### src/hdl/assert_macros.svh
// Assertion macros shared by the queue modules.
`ifndef ASSERT_MACROS_SVH
`define ASSERT_MACROS_SVH

// Check that the consequent holds in the same cycle as the antecedent.
`define CGQ_ASSERT_SAME(label, ante, cons, msg) \
    label: assert property (@(posedge clk) disable iff (!rst_n) (ante) |-> (cons)) \
        else $error(msg);

// Check that the consequent holds in the cycle after the antecedent.
`define CGQ_ASSERT_NEXT(label, ante, cons, msg) \
    label: assert property (@(posedge clk) disable iff (!rst_n) (ante) |=> (cons)) \
        else $error(msg);

`endif

### src/hdl/cgq_pkg.sv
// Types, constants and codes for the class grouped queue.
package cgq_pkg;

    localparam int NUM_CLASSES = 4;
    localparam int CLASS_DEPTH = 1024;

    localparam int CLS_W   = $clog2(NUM_CLASSES);
    localparam int PTR_W   = $clog2(CLASS_DEPTH);
    localparam int CNT_W   = $clog2(CLASS_DEPTH + 1);
    localparam int OCNT_W  = $clog2(NUM_CLASSES + 1);
    localparam int ADDR_W  = CLS_W + PTR_W;
    localparam int RAM_DEPTH = 2 ** ADDR_W;
    localparam int SUM_W   = PTR_W + 1;
    localparam int OSUM_W  = CLS_W + 1;

    localparam int OPCODE_W = 1;
    localparam int CLASS_W  = 3;
    localparam int ID_W     = 16;
    localparam int STATUS_W = 2;

    localparam logic [OPCODE_W-1:0] OP_ENQ = 1'b0;
    localparam logic [OPCODE_W-1:0] OP_DEQ = 1'b1;

    localparam logic [STATUS_W-1:0] ST_ENQ   = 2'd0;
    localparam logic [STATUS_W-1:0] ST_DEQ   = 2'd1;
    localparam logic [STATUS_W-1:0] ST_EMPTY = 2'd2;
    localparam logic [STATUS_W-1:0] ST_FULL  = 2'd3;

    typedef enum logic [1:0] {
        S_IDLE,
        S_EXEC,
        S_READ,
        S_HOLD
    } cgq_state_t;

    typedef struct packed {
        logic load;
        logic exec;
        logic capture;
    } cgq_cmd_t;

    typedef struct packed {
        logic rd_pending;
    } cgq_sts_t;

endpackage

### src/hdl/cgq_ctrl.sv
// Controller state machine: sequences accept, execute, store read and result hand-off.
`include "assert_macros.svh"

module cgq_ctrl (
    input  logic               clk,
    input  logic               rst_n,
    input  logic               in_valid,
    output logic               in_ready,
    output logic               out_valid,
    input  logic               out_ready,
    input  cgq_pkg::cgq_sts_t  sts,
    output cgq_pkg::cgq_cmd_t  cmd
);

    cgq_pkg::cgq_state_t state_reg;
    cgq_pkg::cgq_state_t state_next;

    always_ff @(posedge clk or negedge rst_n)
    begin
        if (!rst_n)
        begin
            state_reg <= cgq_pkg::S_IDLE;
        end
        else
        begin
            state_reg <= state_next;
        end
    end

    always_comb
    begin
        state_next = state_reg;
        case (state_reg)
            cgq_pkg::S_IDLE:
            begin
                if (in_valid)
                begin
                    state_next = cgq_pkg::S_EXEC;
                end
            end
            cgq_pkg::S_EXEC:
            begin
                state_next = sts.rd_pending ? cgq_pkg::S_READ : cgq_pkg::S_HOLD;
            end
            cgq_pkg::S_READ:
            begin
                state_next = cgq_pkg::S_HOLD;
            end
            cgq_pkg::S_HOLD:
            begin
                if (out_ready)
                begin
                    state_next = cgq_pkg::S_IDLE;
                end
            end
            default:
            begin
                state_next = cgq_pkg::S_IDLE;
            end
        endcase
    end

    always_comb
    begin
        in_ready    = 1'b0;
        out_valid   = 1'b0;
        cmd.load    = 1'b0;
        cmd.exec    = 1'b0;
        cmd.capture = 1'b0;
        case (state_reg)
            cgq_pkg::S_IDLE:
            begin
                in_ready = 1'b1;
                cmd.load = in_valid;
            end
            cgq_pkg::S_EXEC:
            begin
                cmd.exec = 1'b1;
            end
            cgq_pkg::S_READ:
            begin
                cmd.capture = 1'b1;
            end
            cgq_pkg::S_HOLD:
            begin
                out_valid = 1'b1;
            end
            default:
            begin
                in_ready = 1'b0;
            end
        endcase
    end

    `CGQ_ASSERT_SAME(a_no_overlap, in_ready, !out_valid, "ready and result valid together")
    `CGQ_ASSERT_NEXT(a_accept_exec, in_valid && in_ready, cmd.exec, "accepted word not executed")
    `CGQ_ASSERT_NEXT(a_read_capture, cmd.exec && sts.rd_pending, cmd.capture,
        "store read not captured")

endmodule

### config.mk
export PLATFORM = sky130hd
export DESIGN_NAME = cgq_ctrl
export DESIGN_NICKNAME = d
export VERILOG_FILES = /design/src/hdl/cgq_pkg.sv /design/src/hdl/cgq_ctrl.sv
export VERILOG_INCLUDE_DIRS = /design/src /design/src/hdl
export SDC_FILE = /design/constraint.sdc
export NUM_CORES = 1
export LEC_CHECK = 0
export ABC_AREA = 1
export ABC_CLOCK_PERIOD_IN_PS = 1180
export BUFFER_PORTS_ARGS = -buffer_cell sky130_fd_sc_hd__buf_4
export CORE_AREA = 2 2 39 41
export CTS_CLUSTER_SIZE = 28
export DETAILED_ROUTE_END_ITERATION = 16
export DIE_AREA = 0 0 41 43
export PLACE_DENSITY = 0.44
export RECOVER_POWER = 50
export SLEW_MARGIN = 20
export SYNTH_ARGS = -nofsm -noshare
export SYNTH_HDL_FRONTEND = slang
export SYNTH_SLANG_ARGS = --single-unit
export TNS_END_PERCENT = 1
### constraint.sdc
create_clock -name clk -period 1.18 [get_ports clk]
set_input_delay 0.177 -clock clk [delete_from_list [all_inputs] [get_ports clk]]
set_output_delay 0.177 -clock clk [all_outputs]
set_load 0.005 [all_outputs]
==> impl_metrics.py, run 1 <==
metrics = {
    "timing": {
        "setup_viol": 4,
        "fmax_mhz": 813,
        "post-route-period-util_pct": 104,
        "post-route-min-period_ns": 1.23,
        "rsz0062_at_grt": "true",
        "whs_ns": 0.273,
        "finalHoldViolCount": 0,
        "fin_ws_ns": -0.0494,
        "fin_skew_ns": 0.00107,
        "relSlewSlack_pct": 91.0,
        "report.final.slew_viol_count": 0,
        "worst_slew_pin_slew_ns": 0.136,
    },
    "global_routing": {
        "grt_pass1_wl_um": 759,
        "antenna_found_initial": 0,
        "grt_overflow": 0,
        "grt_use_total_pct": 6.63,
        "grt_pass1_vias": 222,
        "grt_start_max_net_pins": 5,
    },
    "drt": {
        "vias": 209,
        "routed_via_density": 3.48,
        "drt.antenna.violating_nets": 0,
        "wire_per_inst_um": 7.95,
        "first_pass_iters": 1,
        "remaining_drc_errors": 0,
        "wirelength_um": 477,
        "drt-initial-drc-count": 0,
    },
    "place": {
        "post-dp-hpwl_um": 320,
        "port_buffers": 9,
        "placed_area_um2": 295,
        "gp_congestion": 0.758,
        "dpl_worst_slack_ns": 0.0517,
    },
    "synth": {
        "syn_nets": 36,
        "synth_top_area_share_pct": 26.0,
        "syn_area_um2": 193,
        "yosys-top-cells-area": "dfrtp_1, ha_1, nand2_1, inv_1, nand2_2",
        "syn_avg_cell_area_um2": 7.14,
        "ys_types": 7,
        "yosysWarnings": 0,
        "synthCells": 27,
        "ys_seq_area_share_pct": 26.0,
        "synth-seq-cells": 2,
        "synth_top_area_cell": "dfrtp_1",
    },
    "outcome": {
        "violations": "negative setup slack",
        "status": "finished with violations",
    },
    "setup_path": {
        "cp_max_fo": 3,
        "crit_type": "reg2out",
        "crit_arrival_ns": 1.05,
        "required_ns": 1.00,
        "worstSetupStartpointType": "register",
        "cp-end-kind": "output pin",
    },
    "final_layout": {
        "final_area_um2": 419,
        "fin_nets": 55,
        "largest_register_ffs": 2,
        "syn2layout_area_growth_pct": 118,
        "mostFrequentLayoutCells": "nand2_1, buf_4, buf_6, inv_1, ha_4",
        "postLayoutCoreUtil_pct": 30.3,
        "layout_commonest_cell": "nand2_1",
        "n_antenna_cell": 0,
        "drive_above_1_share_pct": 61.4,
    },
    "clocking": {
        "insertion_delay_ns": 0.22,
        "clockRootBuffer": "clkbuf_4",
        "numClockSinks": 2,
        "numCtsBuffers": 3,
        "cts_tree": "done",
        "path_clk_slew_ns": 0.03,
        "h-tree-depth": 1,
        "cts.path.max_buffers": 2,
    },
    "die": {
        "rows": 14,
        "die_h_um": 43,
        "die_w_um": 41,
        "core_area_um2": 1380,
        "die_area_um2": 1760,
        "io_pins": 10,
        "initial_core_util_pct": 13.9,
    },
    "flow_run": {
        "drv_cap": 0,
    },
    "pwr": {
        "p_per_area_nw_per_um2": 2560,
        "leakagePower_nw": 0.224,
        "ir_worst_vdd_v": 0.00113,
    },
    "min_path": {
        "hp-class": "in2async",
    },
}
## synthesized netlist by cell type
library cell,instances
nand2_1,9
nand3_1,2
nand2_2,2
dfrtp_1,2
inv_1,7
ha_1,4
nand3_2,1
## layer usage
metal	vias up	GRT usage [%]	share of wire (%)
li1	113	-	-
met1	93	5.16	37
met2	3	11.9	61
met3	0	1.57	2.5
met4	0	6.00	0
met5	-	0	0
## critical path: stages, from the launching register on
cell	delay, ns
dfrtp_2	0.44
inv_4	0.09
ha_4	0.14
nand2_2	0.05
inv_2	0.04
buf_6	0.08
## final cells by class
cell class              count  area, um2
multi-input cells          18        174
inverters                   7       28.8
fillers                   161        965
repair buffers             14        123
clock buffers               3       22.5
flip-flops and latches      2       51.3
well taps                  16       20.0
## worst paths after layout
check / slack [ns] / start / depth (start not counted) / end
worst min-delay path: 0.27 / rst_n / 2 / state_reg[0]
worst max-delay path: -0.05 / state_reg[1] / 5 / cmd[2]
worst min register to register: 0.65 / state_reg[0] / 3 / state_reg[0]
max in group asynchronous: 0.77 / rst_n / 2 / state_reg[1]
min in group clk: 0.31 / out_ready / 5 / state_reg[1]
worst max register to register: 0.05 / state_reg[1] / 7 / state_reg[0]
## metrics by stage
step	cells	setup TNS [ns]	power (mW)
global route	60	-0.359	1.17
global placement	54	0	0.643
detailed placement	54	0	0.645
CTS	60	-0.206	1.01
floorplan	27	0	0.416
finish	60	-0.156	1.07
## power by group
group / switching [mW] / internal (mW) / total (mW)
registers: 0.0511 / 0.112 / 0.163
logic: 0.341 / 0.422 / 0.762
clock network: 0.0364 / 0.112 / 0.148
## kinds of logic after synthesis
family	synth area share, %
simple gates	34.4
fa+ha+maj	26.0
flops	26.0
buf+inv	13.6
## repair_timing
item	in CTS	in global routing
setup endpoints to repair	4	7
gates resized for setup	13	7
setup buffers	2	0
pin swaps	1	3
endpoints found under the hold margin	2	0
hold buffers	1	0
Power figures use the tool's default switching activity.
==> run 2, diff against run 1 <==
--- a/config.mk
+++ b/config.mk
@@ -7,7 +7,7 @@
 export NUM_CORES = 1
 export LEC_CHECK = 0
 export ABC_AREA = 1
-export ABC_CLOCK_PERIOD_IN_PS = 1180
+export ABC_CLOCK_PERIOD_IN_PS = 1300
 export BUFFER_PORTS_ARGS = -buffer_cell sky130_fd_sc_hd__buf_4
 export CORE_AREA = 2 2 39 41
 export CTS_CLUSTER_SIZE = 28
==> constraint.sdc (replaced) <==
create_clock -name clk -period 1.3 [get_ports clk]
set_input_delay 0.195 -clock clk [delete_from_list [all_inputs] [get_ports clk]]
set_output_delay 0.195 -clock clk [all_outputs]
set_load 0.005 [all_outputs]
==> impl_metrics.py, run 2 (synthesized netlist as in run 1, its figures left out) <==
metrics = {
    "outcome": {
        "status": "complete, no violations",
    },
    "die": {
        "rows": 14,
        "core_area_um2": 1380,
        "io_pins": 10,
        "die_h_um": 43,
        "die_area_um2": 1760,
        "die_w_um": 41,
        "initial_core_util_pct": 13.9,
    },
    "drt": {
        "drt-initial-drc-count": 0,
        "wire_per_inst_um": 7.09,
        "vias": 198,
        "routed_via_density": 3.47,
        "first_pass_iters": 1,
        "wirelength_um": 404,
        "drt.antenna.violating_nets": 0,
        "remaining_drc_errors": 0,
    },
    "final_layout": {
        "layout_commonest_cell": "nand2_1",
        "fillerInstances": 165,
        "largest_register_ffs": 2,
        "n_antenna_cell": 0,
        "final_area_um2": 339,
        "mostFrequentLayoutCells": "nand2_1, buf_4, inv_1",
        "syn2layout_area_growth_pct": 76.0,
        "drive_above_1_share_pct": 48.8,
        "fin_nets": 52,
    },
    "setup_path": {
        "cp_num_buf_inv": 3,
        "cp-end-kind": "output pin",
        "path_common_cell": "inv_2",
        "cp_max_fo": 4,
        "slowest_stage": "dfrtp_1",
        "crit_path_cell_trace": "inv_2, ha_4, nand2_2, inv_2, buf_6",
        "required_ns": 1.11,
        "max_stage_delay_ns": 0.39,
        "critical_path.top_delay_family": "flip-flops",
        "crit_type": "reg2out",
        "crit_arrival_ns": 1.06,
        "worstSetupStartpointType": "register",
    },
    "timing": {
        "report.final.slew_viol_count": 0,
        "post-route-min-period_ns": 1.26,
        "fin_skew_ns": 0.000368,
        "rsz0062_at_grt": "true",
        "setup_viol": 0,
        "tns_ns": 0,
        "finalHoldViolCount": 0,
        "post-route-period-util_pct": 96.8,
        "relSlewSlack_pct": 90.0,
        "fmax_mhz": 795,
        "worst_slew_pin_slew_ns": 0.150,
    },
    "clocking": {
        "h-tree-depth": 1,
        "clockRootBuffer": "clkbuf_4",
        "numClockSinks": 2,
        "cts_tree": "done",
        "numCtsBuffers": 3,
        "path_clk_slew_ns": 0.03,
        "insertion_delay_ns": 0.22,
        "cts.path.max_buffers": 2,
    },
    "place": {
        "gp_congestion": 0.637,
        "port_buffers": 9,
        "post-dp-hpwl_um": 303,
        "placed_area_um2": 280,
    },
    "pwr": {
        "ir_worst_vdd_v": 0.000803,
        "leakagePower_nw": 0.201,
        "p_per_area_nw_per_um2": 2260,
    },
    "global_routing": {
        "grt_overflow": 0,
        "grt_use_total_pct": 6.33,
        "grt_pass1_vias": 204,
        "grt_pass1_wl_um": 683,
        "grt_start_max_net_pins": 5,
        "antenna_found_initial": 0,
    },
    "min_path": {
        "hp-class": "in2async",
    },
    "flow_run": {
        "drv_cap": 0,
    },
}
==> run 2: per-layer routing <==
| layer | global-route usage [%] | part of all wire [%] |
|---|---|---|
| met1 | 4.84 | 35 |
| met2 | 10.3 | 57 |
| met3 | 1.57 | 3.7 |
| met4 | 8.00 | 3.7 |
| met5 | 0 | 0 |
==> run 2: per-stage QoR <==
| stage | hold slack (ns) | util [%] | std cells | worst slack [ns] | total power [mW] |
|---|---|---|---|---|---|
| after floorplan | -0.101 | - | 27 | 0.241 | 0.377 |
| after global placement | -0.0218 | 20.3 | 52 | 0.151 | 0.545 |
| after detailed placement | -0.0214 | 20.3 | 52 | 0.165 | 0.542 |
| after CTS | 0.275 | 24.1 | 57 | 0.0153 | 0.760 |
| after global routing | 0.297 | 24.5 | 57 | -0.0287 | 0.872 |
| final | 0.298 | 24.5 | 57 | 0.0418 | 0.767 |
==> run 2: report_power, final <==
group / leakage (nW) / switching, mW / internal [mW]
clock: 0.0138 / 0.0352 / 0.102
combinational: 0.163 / 0.225 / 0.268
sequential: 0.0238 / 0.0385 / 0.0984
total: 0.201 / 0.298 / 0.469
==> run 2: worst paths after layout <==
kind | from | end | slack, ns | depth (start not counted)
setup / recovery | state_reg[0] | cmd[2] | 0.04 | 5
hold / removal | rst_n | state_reg[0] | 0.30 | 2
setup reg to reg | state_reg[0] | state_reg[0] | 0.27 | 6
hold reg to reg | state_reg[0] | state_reg[0] | 0.55 | 2
max in group asynchronous | rst_n | state_reg[1] | 0.88 | 2
min in group clk | out_ready | state_reg[1] | 0.34 | 5
==> run 2: layout make-up <==
cell class	instances	area, um2	share of cell area, %
Multi-Input combinational cell	18	131	38.7
Clock buffer	3	22.5	6.64
Inverter	7	26.3	7.75
Tap cell	16	20.0	5.90
Sequential cell	2	50.0	14.8
Timing Repair Buffer	11	88.8	26.2
==> run 2: repair_timing <==
action / in CTS / in global routing
setup endpoints to repair: 2 / 2
gates resized for setup: 3 / 5
setup buffers: 1 / 0
endpoints found under the hold margin: 2 / 0
hold buffers: 1 / 0
pin swaps: 0 / 2
==> run 3, diff against run 2 <==
--- a/config.mk
+++ b/config.mk
@@ -15,6 +15,7 @@
 export DIE_AREA = 0 0 41 43
 export PLACE_DENSITY = 0.44
 export RECOVER_POWER = 50
+export REMOVE_ABC_BUFFERS = 1
 export SLEW_MARGIN = 20
 export SYNTH_ARGS = -nofsm -noshare
 export SYNTH_HDL_FRONTEND = slang
==> constraint.sdc (replaced) <==
create_clock -name clk -period 1.3 [get_ports clk]
set_input_delay 0.065 -clock clk [delete_from_list [all_inputs] [get_ports clk]]
set_output_delay 0.065 -clock clk [all_outputs]
set_load 0.005 [all_outputs]
==> impl_metrics.py, run 3 (synthesized netlist as in run 1, its figures left out) <==
metrics = {
    "pwr": {
        "p_sw_share_pct": 39.2,
        "p_sw_mw": 0.274,
        "p_int_mw": 0.426,
        "p_per_area_nw_per_um2": 2190,
        "leakagePower_nw": 0.196,
        "p_clk_share_pct": 19.4,
        "pwr-share-comb_pct": 60.4,
        "seqPwrFrac_pct": 20.1,
        "ir_worst_vdd_v": 0.000851,
    },
    "setup_path": {
        "crit_start": "state_reg[1]",
        "crit_path_end": "cmd[2]",
        "cp-end-kind": "output pin",
        "max_stage_delay_ns": 0.42,
        "cp_max_fo": 5,
        "r2r_slack_ns": 0.20,
        "crit_type": "reg2out",
        "required_ns": 1.24,
        "reg2reg_from": "state_reg[0]",
        "crit_arrival_ns": 1.11,
        "slowest_stage": "dfrtp_2",
        "path_common_cell": "inv_1",
        "crit_path_cell_trace": "inv_1, ha_4, nand2_1, inv_1, buf_4",
        "r2r_cells": 6,
        "r2r_end": "state_reg[0]",
        "worstSetupStartpointType": "register",
    },
    "final_layout": {
        "layout_commonest_cell": "nand2_1",
        "n_antenna_cell": 0,
        "fin_nets": 51,
        "syn2layout_area_growth_pct": 66.2,
        "drive_above_1_share_pct": 37.5,
        "largest_register_ffs": 2,
        "mostFrequentLayoutCells": "nand2_1, buf_4, inv_1, ha_1, clkbuf_4",
    },
    "drt": {
        "drt.antenna.violating_nets": 0,
        "first_pass_iters": 2,
        "drt-initial-drc-count": 1,
        "vias": 193,
        "wirelength_um": 370,
        "routed_via_density": 3.45,
        "wire_per_inst_um": 6.61,
        "remaining_drc_errors": 0,
    },
    "clocking": {
        "path_clk_slew_ns": 0.03,
        "cts.path.max_buffers": 2,
        "cts_tree": "done",
        "numClockSinks": 2,
        "cts_setup_buffers": 0,
        "clockRootBuffer": "clkbuf_4",
        "h-tree-depth": 1,
        "insertion_delay_ns": 0.22,
        "numCtsBuffers": 3,
    },
    "die": {
        "core_area_um2": 1380,
        "io_pins": 10,
        "initial_core_util_pct": 13.9,
        "die_h_um": 43,
        "rows": 14,
        "die_w_um": 41,
        "die_area_um2": 1760,
    },
    "global_routing": {
        "grt_use_total_pct": 4.92,
        "grt_start_max_net_pins": 6,
        "grt_pass1_vias": 162,
        "grt_pass1_wl_um": 510,
        "grt_overflow": 0,
        "antenna_found_initial": 0,
    },
    "place": {
        "port_buffers": 9,
        "gp_congestion": 0.649,
        "post-dp-hpwl_um": 300,
    },
    "timing": {
        "setup_viol": 0,
        "rsz0062_at_grt": "false",
        "tns_ns": 0,
        "post-route-min-period_ns": 1.18,
        "fin_skew_ns": 0.000731,
        "worst_slew_pin_slew_ns": 0.140,
        "fmax_mhz": 848,
        "relSlewSlack_pct": 90.7,
        "post-route-period-util_pct": 90.7,
        "finalHoldViolCount": 0,
        "report.final.slew_viol_count": 0,
        "whs_ns": 0.151,
    },
    "min_path": {
        "hp-class": "in2async",
    },
    "flow_run": {
        "drv_cap": 0,
    },
    "outcome": {
        "status": "complete, no violations",
    },
}
[run 3: cell types whose count changed in the layout (fill, tap and decap cells not counted), sizes merged]
cell	delta
buf	-1
[run 3: per-layer routing]
metal | global-route usage (%) | part of all wire [%]
met1 | 3.55 | 41
met2 | 7.19 | 51
met5 | 0 | 0
met3 | 1.57 | 3.8
met4 | 8.00 | 4.1
[run 3: worst min-delay path by stage]
stage / startpoint / endpoint / cells past startpoint
after floorplan: rst_n / state_reg[0] / 0
after global placement: rst_n / state_reg[1] / 1
after detailed placement: rst_n / state_reg[1] / 1
after CTS: rst_n / state_reg[0] / 2
after global routing: rst_n / state_reg[0] / 2
final: rst_n / state_reg[0] / 2
[run 3: metrics by stage]
| stage | instance area, um2 | setup WS (ns) | std cells | power, mW | util, % |
|---|---|---|---|---|---|
| 2_1_floorplan | 193 | 0.241 | 27 | 0.377 | - |
| 3_3_place_gp | 280 | 0.138 | 52 | 0.542 | 20.3 |
| 3_5_place_dp | 280 | 0.156 | 52 | 0.540 | 20.3 |
| 4_1_cts | 313 | 0.0342 | 56 | 0.690 | 22.6 |
| 5_1_grt | 320 | 0.0447 | 56 | 0.796 | 23.1 |
| 6_report | 320 | 0.120 | 56 | 0.700 | 23.1 |
[run 3: layout make-up]
type	instances	area [um2]
fillers	155	1060
inverters	7	26.3
repair buffers	10	73.8
flip-flops and latches	2	51.3
well taps	16	20.0
clock buffers	3	22.5
multi-input cells	18	126
[run 3: repair_timing]
item | CTS | global route
endpoints found under the setup margin | 0 | 1
resized for setup | 0 | 3
endpoints found under the hold margin | 2 | 0
hold buffers | 1 | 0
[run 3: critical path, delay by kind of cell, from the launching register on]
family	cells	cell delay (ns)
and+or+nand+nor	1	0.05
adders and majority gates	1	0.16
buffers and inverters	3	0.26
DFF	1	0.42
[run 3: power by group through the flow]
stage / clock network, mW / logic [mW] / registers (mW)
floorplan: 0 / 0.248 / 0.129
global placement: 0 / 0.400 / 0.142
detailed placement: 0 / 0.399 / 0.141
CTS: 0.147 / 0.404 / 0.140
global route: 0.155 / 0.493 / 0.148
finish: 0.136 / 0.423 / 0.141
